### src/rtl/core/zsn_pkg.sv
`timescale 1ns / 1ps
// ----------------------------------------------------------------------------
// zsn_pkg
// Shared widths, defaults and controller/datapath command types.
// ----------------------------------------------------------------------------
package zsn_pkg;

  localparam int MAX_SAMPLES_DEF = 64;

  localparam int SAMPLE_W   = 16;
  localparam int SUM_W      = 22;
  localparam int SQ_W       = 38;
  localparam int PROD_W     = 45;
  localparam int ND_W       = 52;
  localparam int A_W        = 24;
  localparam int MAG_W      = 23;
  localparam int A2_W       = 46;
  localparam int NUM_W      = 53;
  localparam int Q_W        = 32;
  localparam int ROOT_W     = 16;
  localparam int RT_W       = 19;
  localparam int M_W        = 17;
  localparam int FRAC_SHIFT = 26;
  localparam int STEP_W     = 5;

  localparam logic [M_W-1:0]      M_SAT = 17'h10000;
  localparam logic [SAMPLE_W-1:0] Z_MAX = 16'h7fff;

  typedef struct packed {
    logic acc_en;
    logic clear;
    logic prep_mul;
    logic prep_sub;
    logic prep_nd;
    logic rd_en;
    logic a_en;
    logic sq_en;
    logic num_en;
    logic div_init;
    logic div_step;
    logic sqrt_step;
    logic out_load;
  } zsn_cmd_t;

  typedef struct packed {
    logic degen;
    logic sat;
    logic last_item;
    logic out_busy;
  } zsn_status_t;

endpackage

### src/rtl/core/zsn_ctrl.sv
`timescale 1ns / 1ps
// ----------------------------------------------------------------------------
// zsn_ctrl
// Sequencer for loading, column statistics and per-sample scaling.
// ----------------------------------------------------------------------------
module zsn_ctrl #(
  parameter int MAX_SAMPLES = zsn_pkg::MAX_SAMPLES_DEF,
  localparam int ADDR_W = $clog2(MAX_SAMPLES)
) (
  input  logic                clk,
  input  logic                rst,
  input  logic                in_valid,
  input  logic                in_final,
  output logic                in_ready,
  input  zsn_pkg::zsn_status_t status,
  output zsn_pkg::zsn_cmd_t   cmd,
  output logic [ADDR_W-1:0]   addr
);

  typedef enum logic [3:0] {
    S_LOAD, S_PREP1, S_PREP2, S_PREP3, S_RD, S_CALC_A, S_CALC_SQ, S_CALC_NUM,
    S_DIV_INIT, S_DIV, S_SQRT, S_EMIT
  } state_t;

  state_t                      state;
  logic [ADDR_W-1:0]           k;
  logic [zsn_pkg::STEP_W-1:0]  step;
  logic                        accept;

  assign in_ready = (state == S_LOAD);
  assign accept   = in_valid && in_ready;
  assign addr     = k;

  always_comb begin
    cmd           = '0;
    cmd.acc_en    = accept;
    cmd.prep_mul  = (state == S_PREP1);
    cmd.prep_sub  = (state == S_PREP2);
    cmd.prep_nd   = (state == S_PREP3);
    cmd.rd_en     = (state == S_RD);
    cmd.a_en      = (state == S_CALC_A);
    cmd.sq_en     = (state == S_CALC_SQ);
    cmd.num_en    = (state == S_CALC_NUM);
    cmd.div_init  = (state == S_DIV_INIT);
    cmd.div_step  = (state == S_DIV);
    cmd.sqrt_step = (state == S_SQRT);
    cmd.out_load  = (state == S_EMIT) && !status.out_busy;
    cmd.clear     = cmd.out_load && status.last_item;
  end

  always_ff @(posedge clk) begin
    if (rst) begin
      state <= S_LOAD;
      k     <= '0;
      step  <= '0;
    end else begin
      case (state)
        S_LOAD: begin
          k <= '0;
          if (accept && in_final) state <= S_PREP1;
        end
        S_PREP1: state <= S_PREP2;
        S_PREP2: state <= S_PREP3;
        S_PREP3: state <= status.degen ? S_EMIT : S_RD;
        S_RD: state <= S_CALC_A;
        S_CALC_A: state <= S_CALC_SQ;
        S_CALC_SQ: state <= S_CALC_NUM;
        S_CALC_NUM: state <= S_DIV_INIT;
        S_DIV_INIT: begin
          step  <= '0;
          state <= S_DIV;
        end
        S_DIV: begin
          // A saturated quotient is already known after the first compare.
          if (status.sat) begin
            state <= S_EMIT;
          end else if (step == zsn_pkg::STEP_W'(zsn_pkg::Q_W - 1)) begin
            step  <= '0;
            state <= S_SQRT;
          end else begin
            step <= step + 1'b1;
          end
        end
        S_SQRT: begin
          if (step == zsn_pkg::STEP_W'(zsn_pkg::ROOT_W - 1)) state <= S_EMIT;
          else step <= step + 1'b1;
        end
        S_EMIT: begin
          if (!status.out_busy) begin
            if (status.last_item) begin
              state <= S_LOAD;
            end else begin
              k     <= k + 1'b1;
              state <= status.degen ? S_EMIT : S_RD;
            end
          end
        end
        default: state <= S_LOAD;
      endcase
    end
  end

endmodule

### config.mk
export PLATFORM = sky130hd
export DESIGN_NAME = zsn_ctrl
export DESIGN_NICKNAME = d
export VERILOG_FILES = /design/src/rtl/core/zsn_pkg.sv /design/src/rtl/core/zsn_ctrl.sv
export SDC_FILE = /design/constraint.sdc
export NUM_CORES = 1
export LEC_CHECK = 0
export BUFFER_PORTS_ARGS = -buffer_cell sky130_fd_sc_hd__buf_2
export CAP_MARGIN = 20
export CELL_PAD_IN_SITES_DETAIL_PLACEMENT = 0
export CELL_PAD_IN_SITES_GLOBAL_PLACEMENT = 2
export CORE_MARGIN = 5
export CORE_UTILIZATION = 26
export CTS_CLUSTER_DIAMETER = 150
export DETAILED_ROUTE_END_ITERATION = 10
export PLACE_DENSITY = 0.73
export RECOVER_POWER = 25
export SLEW_MARGIN = 20
export SYNTH_ARGS = -nofsm -noshare
export SYNTH_HDL_FRONTEND = slang
export SYNTH_SLANG_ARGS = --single-unit
### constraint.sdc
create_clock -name clk -period 1.8 [get_ports clk]
set_input_delay 0.36 -clock clk [delete_from_list [all_inputs] [get_ports clk]]
set_output_delay 0.36 -clock clk [all_outputs]
set_load 0.02 [all_outputs]
==> flow_metrics.env, run 1 <==
export IMPL_cp_top_family="simple AND/OR/NAND/NOR gates"
export IMPL_crit_path_start_kind="flip-flop"
export IMPL_firstDrtPassIters=4
export IMPL_h_tree_depth=1
export IMPL_multi_input_area_um2=711
export IMPL_min_from="rst"
export IMPL_ios=28
export IMPL_finalWorstSetupSlack_ns=0.0651
export IMPL_power_density_nw_per_um2=600
export IMPL_synth_edf_count=0
export IMPL_grt_max_degree=12
export IMPL_ys_seq_elements=15
export IMPL_startpoint="state[3]$_SDFFE_PP0P_"
export IMPL_reg2reg_setup_slack_ns=0.10
export IMPL_drc=0
export IMPL_ys_async_sr_fraction=0
export IMPL_dieArea_um2=5190
export IMPL_drive_gt1_frac=0.346
export IMPL_routabilityCongestion=0.742
export IMPL_finalClockSkew_ns=0.00378
export IMPL_area_growth_pct=35.0
export IMPL_worst_pin_slew_ns=0.389
export IMPL_post_route_min_period_ns=1.73
export IMPL_routed_via_density=4.95
export IMPL_grt_setup_unrepaired="no"
export IMPL_max_slew_margin=0.737
export IMPL_first_global_vias=994
export IMPL_initial_core_util=0.271
export IMPL_overflow=0
export IMPL_hold_violations=0
export IMPL_r2r_start="step[0]$_SDFFE_PP0P_"
export IMPL_fin_util=0.366
export IMPL_ctsHoldBuffers=0
export IMPL_synth_top_cell_area_share=0.300
export IMPL_vias=1025
export IMPL_synthCells=124
export IMPL_fin_nets=172
export IMPL_cts_root_buf="clkbuf_8"
export IMPL_place_worst_setup_slack_ns=-0.0692
export IMPL_sequential_cell_area_um2=310
export IMPL_die_h_um=72.0
export IMPL_cts_buffer_depth=2
export IMPL_yosys_area_top_type="dfxtp_1"
export IMPL_min_path_cells=2
export IMPL_yosysWarnings=0
export IMPL_period_share=0.964
export IMPL_synthDistinctLibCells=41
export IMPL_holdCritPathClass="in2reg"
export IMPL_synthTopCellsByArea="dfxtp_1 30%, nor2_1 5.6%, ha_1 5.0%"
export IMPL_numCtsBuffers=3
export IMPL_synthFlopType="dfxtp_1"
export IMPL_holdPathEnd="step[4]$_SDFFE_PP0P_"
export IMPL_slowest_stage="dfxtp_2"
export IMPL_cp_arrival_ns=1.37
export IMPL_drv_slew=0
export IMPL_ff2ff_path_depth=8
export IMPL_io_buffer_count=27
export IMPL_syn_area_um2=1000
export IMPL_drv_cap=0
export IMPL_hpwlAfterDp_um=2090
export IMPL_wl_um=2700
export IMPL_syn_area_per_cell_um2=8.07
export IMPL_drt_iter0_drc=32
export IMPL_ant_nets=0
export IMPL_whs_ns=0.457
export IMPL_clock_latency_ns=0.24
export IMPL_status="finished, final reports clean"
export IMPL_yosysSeqAreaShare=0.300
export IMPL_fill_cells=421
export IMPL_postPlaceCellArea_um2=1230
export IMPL_antenna_found_initial=0
export IMPL_setup_viol_count_final=0
export IMPL_crit_path_cell_trace="nor4_4, buf_4, and2_1, buf_2"
export IMPL_critPathKind="reg2out"
export IMPL_cp_max_fo=6
export IMPL_power_leakage_nw=0.565
export IMPL_end_kind="output pin"
export IMPL_final_cell_area_um2=1350
export IMPL_grt_usage=0.106
export IMPL_cts_tree="built"
export IMPL_synthesis_nets=136
export IMPL_dieWidth_um=72.0
export IMPL_clock_sinks=15
export IMPL_grt_pass1_wl_um=4490
export IMPL_design_core_area_um2=3690
export IMPL_wl_per_cell_um=13.1
export IMPL_power_w=0.000811
export IMPL_crit_required_ns=1.44
export IMPL_r2r_end="step[2]$_SDFFE_PP0P_"
export IMPL_num_rows=22
export IMPL_slowest_delay_ns=0.36
export IMPL_cp_buffers_inverters=2
export IMPL_max_freq_ghz=0.576
export IMPL_n_antenna_cell=0
export IMPL_peakVddDrop_mv=0.441
export IMPL_clkTransAtPathRegs_ns=0.06
## flip-flops by register name, summed over array words and instances, names as in the netlist
register / count
addr: 6
state: 4
step: 5
## power breakdown
part | internal (W) | switching, W
Clock | 0.000157 | 0.000116
Combinational | 0.0000821 | 0.000107
Sequential | 0.000338 | 0.0000114
## cells in the final DEF, fill, tap and decap left out, types with 4 or more instances in the layout
| cell | synthesis | layout |
|---|---|---|
| nor2_1 | 15 | 14 |
| dfxtp_2 | 0 | 5 |
| nor3_1 | 5 | 4 |
| a21oi_1 | 5 | 4 |
| buf_2 | 1 | 21 |
| mux2i_1 | 5 | 5 |
| nand2_1 | 8 | 8 |
| dfxtp_1 | 15 | 9 |
| clkbuf_1 | 4 | 7 |
| buf_4 | 2 | 11 |
| ha_1 | 4 | 4 |
| nand2b_1 | 4 | 4 |
## how the worst max path moves through the flow
stage | to | cells past startpoint
6_report | cmd[12] | 4
5_1_grt | state[2]$_SDFFE_PP0P_ | 7
4_1_cts | cmd[11] | 5
3_5_place_dp | step[2]$_SDFFE_PP0P_ | 7
3_3_place_gp | step[0]$_SDFFE_PP0P_ | 7
2_1_floorplan | cmd[11] | 4
## stage by stage
stage               setup TNS, ns  instances
detailed placement         -0.256        201
global route                    0        207
global placement           -0.307        201
finish                          0        207
CTS                       -0.0271        205
floorplan                       0        124
## timing repair
item                                    CTS  global route
gates resized for setup                   6            13
endpoints found under the setup margin    7            18
pin swaps                                 0             4
setup buffers                             0             2
## synthesized netlist by cell type (3+ instances only)
library cell and n:
inv_1 3, dfxtp_1 15, clkbuf_1 4, ha_1 4
and2_1 4, nand2b_1 4, o21ai_1 4, a21oi_1 5
or4_1 3, mux2i_1 5, xor2_1 3, nor3_1 5
and3_1 3, nor2b_1 3, nor2_1 15, nand2_1 8
## layer usage
| layer | up-vias | part of all wire | track usage |
|---|---|---|---|
| met3 | 2 | 0.031 | 0.0319 |
| met2 | 9 | 0.52 | 0.190 |
| met5 | - | 0 | 0 |
| li1 | 526 | - | - |
| met4 | 0 | 0.0037 | 0.0125 |
| met1 | 488 | 0.45 | 0.129 |
## area by class of cell
class	instances	area share
clock buffers	4	0.0333
inverters	4	0.0111
multi-input cells	98	0.526
flip-flops and latches	15	0.230
well taps	48	0.0444
repair buffers	38	0.156
## kinds of logic (layout without fill, tap and decap cells)
logic type | Yosys count | in the layout | share of synthesized area
compound gates | 28 | 28 | 0.199
mux | 5 | 5 | 0.0500
xor+xnor | 3 | 3 | 0.0263
buf+inv | 11 | 46 | 0.0500
flops | 15 | 15 | 0.300
fa+ha+maj | 4 | 4 | 0.0500
simple gates | 58 | 58 | 0.325
Power figures use the tool's default switching activity.
==> inputs of run 2 (changes only) <==
==> constraint.sdc (replaced) <==
create_clock -name clk -period 1.8 [get_ports clk]
set_input_delay 0.18 -clock clk [delete_from_list [all_inputs] [get_ports clk]]
set_output_delay 0.18 -clock clk [all_outputs]
set_load 0.02 [all_outputs]
==> flow_metrics.env, run 2 (same netlist as run 1, synthesis figures left out) <==
export IMPL_status="finished, final reports clean"
export IMPL_fin_nets=172
export IMPL_r2r_end="step[1]$_SDFFE_PP0P_"
export IMPL_reg2reg_setup_slack_ns=0.14
export IMPL_power_leakage_nw=0.540
export IMPL_drv_cap=0
export IMPL_overflow=0
export IMPL_cp_arrival_ns=1.54
export IMPL_crit_path_start_kind="flip-flop"
export IMPL_clock_latency_ns=0.25
export IMPL_power_density_nw_per_um2=595
export IMPL_dieWidth_um=72.0
export IMPL_clkTransAtPathRegs_ns=0.06
export IMPL_use_met2=0.181
export IMPL_post_route_min_period_ns=1.72
export IMPL_first_global_vias=975
export IMPL_finalWorstSetupSlack_ns=0.0821
export IMPL_ctsHoldBuffers=0
export IMPL_hold_violations=0
export IMPL_wl_um=2620
export IMPL_initial_core_util=0.271
export IMPL_period_share=0.954
export IMPL_cts_root_buf="clkbuf_8"
export IMPL_firstDrtPassIters=4
export IMPL_max_slew_margin=0.775
export IMPL_end_kind="output pin"
export IMPL_grt_pass1_wl_um=4310
export IMPL_worst_pin_slew_ns=0.336
export IMPL_ff2ff_path_depth=7
export IMPL_h_tree_depth=1
export IMPL_cts_tree="built"
export IMPL_crit_required_ns=1.62
export IMPL_area_growth_pct=33.1
export IMPL_design_core_area_um2=3690
export IMPL_min_from="rst"
export IMPL_max_freq_ghz=0.582
export IMPL_drt_iter0_drc=59
export IMPL_grt_util_met1=0.124
export IMPL_cts_buffer_depth=2
export IMPL_crit_path_end="cmd[12]"
export IMPL_setup_viol_count_final=0
export IMPL_final_cell_mix="20 x buf_2, 15 x nor2_1, 12 x dfxtp_1, 11 x buf_4"
export IMPL_final_cell_area_um2=1330
export IMPL_ios=28
export IMPL_grt_max_degree=13
export IMPL_finalClockSkew_ns=0.00605
export IMPL_final_common_cell="buf_2"
export IMPL_postPlaceCellArea_um2=1240
export IMPL_die_h_um=72.0
export IMPL_use_met3=0.0332
export IMPL_n_antenna_cell=0
export IMPL_drive_gt1_frac=0.308
export IMPL_peakVddDrop_mv=0.561
export IMPL_grt_usage=0.102
export IMPL_antenna_found_initial=0
export IMPL_holdCritPathClass="in2reg"
export IMPL_cp_max_fo=11
export IMPL_ant_nets=0
export IMPL_r2r_start="step[1]$_SDFFE_PP0P_"
export IMPL_drc=0
export IMPL_dieArea_um2=5190
export IMPL_hpwlAfterDp_um=2020
export IMPL_vias=1040
export IMPL_clock_sinks=15
export IMPL_place_worst_setup_slack_ns=-0.0341
export IMPL_num_rows=22
export IMPL_drv_slew=0
export IMPL_grt_busiest_layer="met2"
export IMPL_startpoint="state[2]$_SDFFE_PP0P_"
export IMPL_wl_per_cell_um=12.7
export IMPL_io_buffer_count=27
export IMPL_critPathKind="reg2out"
export IMPL_largest_reg_flops=6
export IMPL_routabilityCongestion=0.788
export IMPL_numCtsBuffers=3
export IMPL_routed_via_density=5.02
==> run 2: changes by cell type in the layout (fill, tap and decap cells not counted), sizes merged <==
| cell | delta |
|---|---|
| buf | -1 |
| clkbuf | +1 |
==> run 2: how the worst min path moves through the flow <==
stage                             to  slack [ns]  cells after the start
2_1_floorplan   addr[2]$_SDFFE_PP0P_        0.36                      2
3_3_place_gp    addr[5]$_SDFFE_PP0P_        0.45                      2
3_5_place_dp    addr[5]$_SDFFE_PP0P_        0.47                      2
4_1_cts         step[4]$_SDFFE_PP0P_        0.25                      2
5_1_grt         step[4]$_SDFFE_PP0P_        0.28                      2
6_report       state[3]$_SDFFE_PP0P_        0.26                      2
==> run 2: layer usage <==
metal  share of wire  vias to the layer above
li1                -                      528
met1            0.43                      491
met2            0.51                       19
met3           0.047                        2
met4          0.0038                        0
met5               0                        -
==> run 2: repair_timing <==
item                       CTS  global route
pin swaps                    0             3
setup buffers                0             0
setup endpoints to repair    4            10
gates resized for setup      2            11
==> run 2: final cells by class <==
| cell class | instances | area, µm² |
|---|---|---|
| Fill cell | 418 | 2360 |
| Multi-Input combinational cell | 98 | 699 |
| Sequential cell | 15 | 304 |
| Timing Repair Buffer | 38 | 209 |
| Tap cell | 48 | 60.1 |
| Clock buffer | 4 | 45.0 |
| Inverter | 4 | 15.0 |
==> run 2: worst max-delay path: stages, from the launching register on <==
cell     delay [ns]
dfxtp_1        0.35
buf_4          0.19
nor4_4         0.30
buf_4          0.18
and2_1         0.11
buf_2          0.15
==> run 2: power breakdown <==
part | internal (W) | switching (W) | leakage [nW]
combinational | 0.0000707 | 0.000102 | 0.394
sequential | 0.000338 | 0.00000903 | 0.122
clock | 0.000157 | 0.000117 | 0.0228
==> run 2: metrics by stage <==
step                utilization  TNS (ns)  power, W  hold WS [ns]  std cells
global route              0.361   -0.0129  0.000834         0.282        207
finish                    0.361         0  0.000793         0.261        207
CTS                       0.351         0  0.000796         0.254        207
floorplan                     -         0  0.000462         0.363        124
detailed placement        0.337    -0.120  0.000515         0.465        203
global placement          0.337   -0.0904  0.000515         0.455        203
